--- src/rtl/rmq_pkg.sv ---
package rmq_pkg;

  // Sequencer states of the range minimum unit.
  typedef enum logic [2:0] {
    ST_IDLE,
    ST_BLD_LVL,
    ST_BLD_RA,
    ST_BLD_RB,
    ST_BLD_WR,
    ST_Q_RA,
    ST_Q_RB,
    ST_Q_RES
  } rmq_state_t;

  localparam int unsigned DATA_W  = 32;
  localparam int unsigned QIDX_W  = 10;
  localparam int unsigned QLEN_W  = QIDX_W + 1;

  localparam logic KIND_LOAD  = 1'b0;
  localparam logic KIND_QUERY = 1'b1;

  // Signed minimum of two words.
  function automatic logic signed [DATA_W-1:0] smin(
    input logic signed [DATA_W-1:0] a,
    input logic signed [DATA_W-1:0] b
  );
    return (a <= b) ? a : b;
  endfunction

endpackage

--- src/rtl/rmq_lvl.sv ---
module rmq_lvl #(
  parameter int unsigned LEVELS = 11
) (
  input  logic [rmq_pkg::QLEN_W-1:0] len,
  output logic [$clog2(LEVELS)-1:0]  lvl
);

  // Floor of log2 of the range length, capped at the top table level.
  always_comb begin
    lvl = '0;
    for (int k = 1; k < int'(LEVELS); k++) begin
      if ((len >> k) != '0) begin
        lvl = ($clog2(LEVELS))'(k);
      end
    end
  end

endmodule

--- config.mk ---
export PLATFORM = sky130hd
export DESIGN_NAME = rmq_lvl
export DESIGN_NICKNAME = d
export VERILOG_FILES = /design/src/rtl/rmq_pkg.sv /design/src/rtl/rmq_lvl.sv
export SDC_FILE = /design/constraint.sdc
export NUM_CORES = 1
export LEC_CHECK = 0
export BUFFER_PORTS_ARGS = -buffer_cell sky130_fd_sc_hd__buf_4
export CELL_PAD_IN_SITES_DETAIL_PLACEMENT = 0
export CELL_PAD_IN_SITES_GLOBAL_PLACEMENT = 1
export CORE_AREA = 2 2 39 41
export DETAILED_ROUTE_END_ITERATION = 8
export DIE_AREA = 0 0 41 43
export PLACE_DENSITY_LB_ADDON = 0.1
export SKIP_LAST_GASP = 1
export SLEW_MARGIN = 20
export SYNTH_ARGS = -nofsm -noshare
export SYNTH_HDL_FRONTEND = slang
export SYNTH_SLANG_ARGS = --single-unit
--- constraint.sdc ---
create_clock -name vclk -period 1.31
set_clock_uncertainty 0.15 [all_clocks]
set_input_delay 0.1965 -clock vclk [all_inputs]
set_output_delay 0.1965 -clock vclk [all_outputs]
set_load 0.05 [all_outputs]
Word-level counts from Yosys, hierarchy flattened
Cells that the tools add are included. Widths: inputs -> output; s select.

Bits of input ports: 11. Output and inout port bits: 4. Logic and storage cells: 19. Flip-flop bits (word level): 0.

Reduce and logical (&&, ||, !) cells: 9. Multiplexer cells: 10.

Operator list (number): $reduce_bool 11->1 (9); $mux 3 (4); $mux 4 (3); $mux 2 (2); $mux 1 (1).

Logic depth before layout (Yosys ltp)
Gate-level depths: netlist of the first run.

Depth in word-level cells: 11. Depth in mapped cells: 3.

Worst setup path before layout of the first run
No wires, ideal clock.

Path type: input-to-output. Start: input len[9] (netlist bit). End: output lvl[2]. Data required time: 0.963 ns. Arrival: 1.657 ns. Path slack: -0.694 ns. Cell stages on the path: 2. Path buffers: 0. Cell sequence: or3_1 -> a21oi_1.

Longest elaborated chain between the ends: 8. Elaborated cells on any way between the ends: 13. Classes of those cells: 7 x mux; 6 x reduce/logical.

Ends and longest elaborated chain: start: declaration (RTL line rmq_lvl.sv:4) `input logic [rmq_pkg::QLEN_W-1:0] len,`; $reduce_bool 11->1 (RTL line rmq_lvl.sv:12) `if ((len >> k) != '0) begin`; $mux 3 (4 in series) (RTL line rmq_lvl.sv:12); $mux 4 (RTL line rmq_lvl.sv:12); $mux 4 (*) (2 in series) (RTL line rmq_lvl.sv:12); end: declaration (RTL line rmq_lvl.sv:5) `output logic [$clog2(LEVELS)-1:0] lvl`.

Mark *: on every way between the ends. The rest lies on a longest branch, timed or not.

Final worst setup path of the first run
Start: input len[2] (netlist bit). End: output lvl[0].

Longest elaborated chain between the ends: 11. Elaborated cells on any way between the ends: 12. Classes of those cells: 10 x mux; 2 x reduce/logical.

Ends and longest elaborated chain (RTL line): $reduce_bool 11->1 (rmq_lvl.sv:12); $mux 1 (rmq_lvl.sv:12); $mux 2 (*) (2 in series) (rmq_lvl.sv:12); $mux 3 (*) (4 in series) (rmq_lvl.sv:12); $mux 4 (*) (3 in series) (rmq_lvl.sv:12).

Marks and branches as above.

==> results of run 1 <==
[per-stage QoR]
step / hold slack (ns) / worst slack, ns / instance area [sq um] / setup TNS, ns / instances
floorplan: 0.297 / -0.213 / 123 / -0.270 / 15
global placement: 0.648 / -0.251 / 293 / -0.391 / 51
detailed placement: 0.642 / -0.262 / 293 / -0.374 / 51
CTS: 0.607 / -0.238 / 335 / -0.247 / 51
global route: 0.618 / -0.257 / 339 / -0.297 / 51
finish: 0.601 / -0.230 / 339 / -0.234 / 51
[routing by layer]
metal | GRT usage (%) | vias up | routed length (um)
met2 | 8.44 | 10 | 199
met5 | 0 | - | 0
met4 | 0 | 0 | 0
met1 | 7.91 | 77 | 168
met3 | 0.524 | 0 | 48
li1 | - | 94 | -
[worst max-delay path: stages]
cell	delay [ns]
buf_4	0.11
nand2b_4	0.12
a221o_1	0.33
a221oi_4	0.24
buf_6	0.19
[power breakdown]
| group | switching, uW | total [uW] | internal (uW) |
|---|---|---|---|
| combinational | 60.4 | 125 | 64.9 |
| clock | 0 | 0 | 0 |
| sequential | 0 | 0 | 0 |
| total | 60.4 | 125 | 64.9 |
[area by class of cell]
| cell class | instances | area share [%] |
|---|---|---|
| inverters | 2 | 2.21 |
| multi-input cells | 13 | 38.7 |
| well taps | 16 | 5.90 |
| repair buffers | 20 | 53.1 |
[synth_stat cells]
library cell,n
a21o_1,1
o31ai_1,1
inv_1,2
a221oi_2,1
nor2_1,6
a221o_1,1
a21oi_1,1
nand2b_1,1
or3_1,1
[cells by family (layout without fill, tap and decap cells)]
group,Yosys count,after routing,share of synthesized area [%]
and+or+nand+nor,8,8,40.0
AOI/OAI and AO/OA,5,5,51.4
buffers and inverters,2,22,8.57
[repair_timing]
item / CTS / global route
endpoints found under the hold margin: 0 / 0
buffers inserted: 0 / 0
pin swaps: 3 / 2
gates resized for setup: 10 / 1
setup endpoints to repair: 3 / 3
[how the worst max path moves through the flow]
| stage | startpoint | end | slack [ns] | depth (start not counted) |
|---|---|---|---|---|
| finish | len[2] | lvl[0] | -0.23 | 5 |
| floorplan | len[2] | lvl[0] | -0.21 | 3 |
| global placement | len[2] | lvl[0] | -0.25 | 5 |
| CTS | len[2] | lvl[0] | -0.24 | 5 |
| detailed placement | len[2] | lvl[0] | -0.26 | 5 |
| global route | len[2] | lvl[0] | -0.26 | 5 |
==> results.json, run 1 <==
{
  "status": "finished with violations",
  "failed_checks": "setup timing",
  "dr_total_vias": 181,
  "nClkBuffers": 0,
  "regArea_sq_um": 0,
  "initial_utilization_pct": 6.33,
  "yosysSeqAreaShare_pct": 0,
  "grt_util_all_layers_pct": 5.29,
  "cellPowerDensity_mw_per_mm2": 370,
  "rows": 14,
  "yosys-top-cells-area": "nor2_1, a221oi_2, a221o_1",
  "multi_input_area_sq_um": 131,
  "grt_pass1_vias": 170,
  "vdd_ir_drop_max_mv": 0.0904,
  "routed_wl_um": 416,
  "synth_top_area_cell": "nor2_1",
  "final_nets": 48,
  "seq_cell_count": 0,
  "path_class": "in2out",
  "hold_path_end": "lvl[0]",
  "yosys_warnings": 0,
  "hold_path_class": "in2out",
  "drive_above_1_share_pct": 74.3,
  "utilization_pct": 24.5,
  "antenna_found_initial": 0,
  "slew-limit-headroom_pct": 83.9,
  "nFillCells": 159,
  "whs_path_depth": 4,
  "port_buffers": 14,
  "area_delta_synth_final_pct": 287,
  "start_kind": "input pin",
  "die-area_sq_mm": 0.00176,
  "max_freq_mhz": 649,
  "post_drt_wl_per_cell_um": 8.16,
  "syn_area_per_cell_sq_um": 5.84,
  "setup_violations": 2,
  "synthDominantCellAreaShare_pct": 25.7,
  "overflow": 0,
  "firstDrtPassIters": 1,
  "synth_area_sq_um": 87.6,
  "layout_commonest_cell": "buf_4",
  "min_period_over_period_pct": 118,
  "grt_pass1_wl_um": 717,
  "drt_iter0_markers": 0,
  "tightestPinTransition_ns": 0.241,
  "mostFrequentLayoutCells": "buf_4, buf_6, nor2_1, inv_1",
  "postSynthCellCount": 15,
  "ys_types": 9,
  "drtAntennaViolNets": 0,
  "worstPathArrival_ns": 1.19,
  "fin_ws_ns": -0.230,
  "p_leak_uw": 0.000160,
  "drc_errors": 0,
  "final_hold_viol_count": 0,
  "cts.hold.buffers_added": 0,
  "min-delay-start": "len[10]",
  "io_pins": 15,
  "grt_setup_unrepaired": "true",
  "place.gp.congestion": 0.571,
  "worst_setup_path_end_kind": "primary output",
  "viasPerCell": 3.55,
  "crit_required_ns": 0.96,
  "antennaDiodeCount": 0,
  "slew_violations": 0,
  "die_y_um": 43,
  "maxCapViolCount": 0,
  "die_w_um": 41,
  "min_period_ns": 1.54,
  "core-area_sq_mm": 0.00138,
  "grt_max_degree": 4,
  "path_max_fanout": 2,
  "synth_nets": 26,
  "power.total_uw": 125
}
No activity file was read; power rests on OpenSTA's default activity.
==> run 2, diff against run 1 <==
--- a/config.mk
+++ b/config.mk
@@ -5,6 +5,7 @@
 export SDC_FILE = /design/constraint.sdc
 export NUM_CORES = 1
 export LEC_CHECK = 0
+export ABC_AREA = 1
 export BUFFER_PORTS_ARGS = -buffer_cell sky130_fd_sc_hd__buf_4
 export CELL_PAD_IN_SITES_DETAIL_PLACEMENT = 0
 export CELL_PAD_IN_SITES_GLOBAL_PLACEMENT = 1
@@ -17,3 +18,4 @@
 export SYNTH_ARGS = -nofsm -noshare
 export SYNTH_HDL_FRONTEND = slang
 export SYNTH_SLANG_ARGS = --single-unit
+export TNS_END_PERCENT = 100
==> results.json, run 2 <==
{
  "slew-limit-headroom_pct": 90.4,
  "cp_slowest_cell": "buf_6",
  "dr_total_vias": 233,
  "grt_util_all_layers_pct": 5.00,
  "grt_setup_unrepaired": "true",
  "seq_cell_count": 0,
  "rows": 14,
  "yosysSeqAreaShare_pct": 0,
  "core-area_sq_mm": 0.00138,
  "place.gp.congestion": 0.666,
  "hold_path_class": "in2out",
  "firstDrtPassIters": 2,
  "vdd_ir_drop_max_mv": 0.118,
  "cpPeakStageDelay_ns": 0.17,
  "setup_violations": 2,
  "syn_area_per_cell_sq_um": 4.82,
  "die_w_um": 41,
  "crit_chain": "buf_8 > nor2_4 > nand2_4 > nor2_4 > nand3_2 > nand2_1 > nand2_1 > nand2_1 > nand2_1 > nand2_2 > nand2_2 > a21oi_4 > buf_6",
  "synthTopCellsByCount": "nand2_1, inv_1, inv_2, nor2_1",
  "routed_wl_um": 467,
  "synth_area_sq_um": 130,
  "worst_setup_path_end_kind": "primary output",
  "min-delay-start": "len[10]",
  "cts.hold.buffers_added": 0,
  "final_cell_count_no_fill": 68,
  "critPathBufInv": 2,
  "final_hold_viol_count": 0,
  "antenna_found_initial": 0,
  "synthDominantCellAreaShare_pct": 28.8,
  "yosys-top-cells-area": "nand2_1, inv_1, a41o_2",
  "min_period_over_period_pct": 124,
  "die-area_sq_mm": 0.00176,
  "antennaDiodeCount": 0,
  "mostFrequentLayoutCells": "buf_4, inv_2, nand2_1, nand2_2, buf_6",
  "area_delta_synth_final_pct": 218,
  "start_kind": "input pin",
  "layout_commonest_cell": "buf_4",
  "nClkBuffers": 0,
  "worstPathArrival_ns": 1.27,
  "max_freq_mhz": 618,
  "p_leak_uw": 0.000233,
  "overflow": 0,
  "post_drt_wl_per_cell_um": 6.87,
  "hpwl_um": 404,
  "critPathLaunch": "len[9]",
  "tightestPinTransition_ns": 0.146,
  "final_nets": 65,
  "dp_cells": 68,
  "path_class": "in2out",
  "die_y_um": 43,
  "drive_above_1_share_pct": 80.8,
  "post-synth-top-count-cell": "nand2_1",
  "port_buffers": 14,
  "ys_types": 11,
  "io_pins": 15,
  "slew_violations": 0,
  "grt_max_degree": 3,
  "drc_errors": 0,
  "whs_ns": 0.603,
  "crit_required_ns": 0.96,
  "final_area_sq_um": 414,
  "grt_pass1_vias": 175,
  "cpLargestDelayFamily": "simple AND/OR/NAND/NOR gates",
  "yosys_warnings": 0,
  "utilization_pct": 29.9,
  "synth_top_area_cell": "nand2_1",
  "failed_checks": "setup timing",
  "drt_iter0_markers": 1,
  "viasPerCell": 3.43,
  "fin_ws_ns": -0.309,
  "regArea_sq_um": 0,
  "dpl_cell_area_sq_um": 364,
  "status": "finished with violations",
  "maxCapViolCount": 0,
  "synth_nets": 38,
  "cp_common_cell": "nand2_1",
  "drtAntennaViolNets": 0,
  "min_period_ns": 1.62,
  "path_max_fanout": 2,
  "postSynthCellCount": 27,
  "cellPowerDensity_mw_per_mm2": 326,
  "grt_pass1_wl_um": 662,
  "initial_utilization_pct": 9.40
}
run 2: changes by cell type in the layout (fill, tap and decap cells not counted), sizes merged, moves of 2 or more:
cell,change
nand2,+11
inv,+6
buf,+5
nand3,+2
nor2,-2
run 2: cell type report:
cell class | instances | area [sq um]
fill | 158 | 970
inverter | 8 | 30.0
multi-input combinational | 19 | 146
tap | 16 | 20.0
timing repair buffer | 25 | 218
run 2: per-layer routing:
metal / track usage [%] / wire length [um] / vias up
met5: 0 / 0 / -
met4: 0 / 0 / 0
met3: 1.05 / 54 / 0
met2: 7.50 / 238 / 9
met1: 7.59 / 174 / 95
li1: - / - / 129
run 2: final timing paths:
path,endpoint,depth (start not counted),slack [ns]
max,lvl[0],13,-0.31
min,lvl[0],4,0.60
run 2: through the flow:
step           setup WS (ns)  TNS, ns  total power (uW)
2_1_floorplan         -0.296   -0.474              57.8
3_3_place_gp          -0.370   -0.577               119
5_1_grt               -0.409   -0.592               144
6_report              -0.309   -0.456               135
3_5_place_dp          -0.379   -0.597               120
4_1_cts               -0.312   -0.476               133
run 2: where the power goes:
| group | total [uW] | leakage (uW) | internal (uW) | switching, uW |
|---|---|---|---|---|
| logic | 135 | 0.000233 | 68.9 | 66.1 |
| clock network | 0 | 0 | 0 | 0 |
| registers | 0 | 0 | 0 | 0 |
| total | 135 | 0.000233 | 68.9 | 66.1 |
run 2: kinds of logic after synthesis:
logic type | count (synthesis) | share of synthesized area, %
AO/OA/AOI/OAI | 2 | 12.5
buffers and inverters | 8 | 23.1
AND/OR/NAND/NOR | 17 | 64.4
run 2: what timing repair did:
action | in CTS | in global routing
setup buffers | 1 | 0
gates cloned | 0 | 0
pin swaps | 10 | 7
resized for setup | 13 | 3
endpoints found under the setup margin | 2 | 2
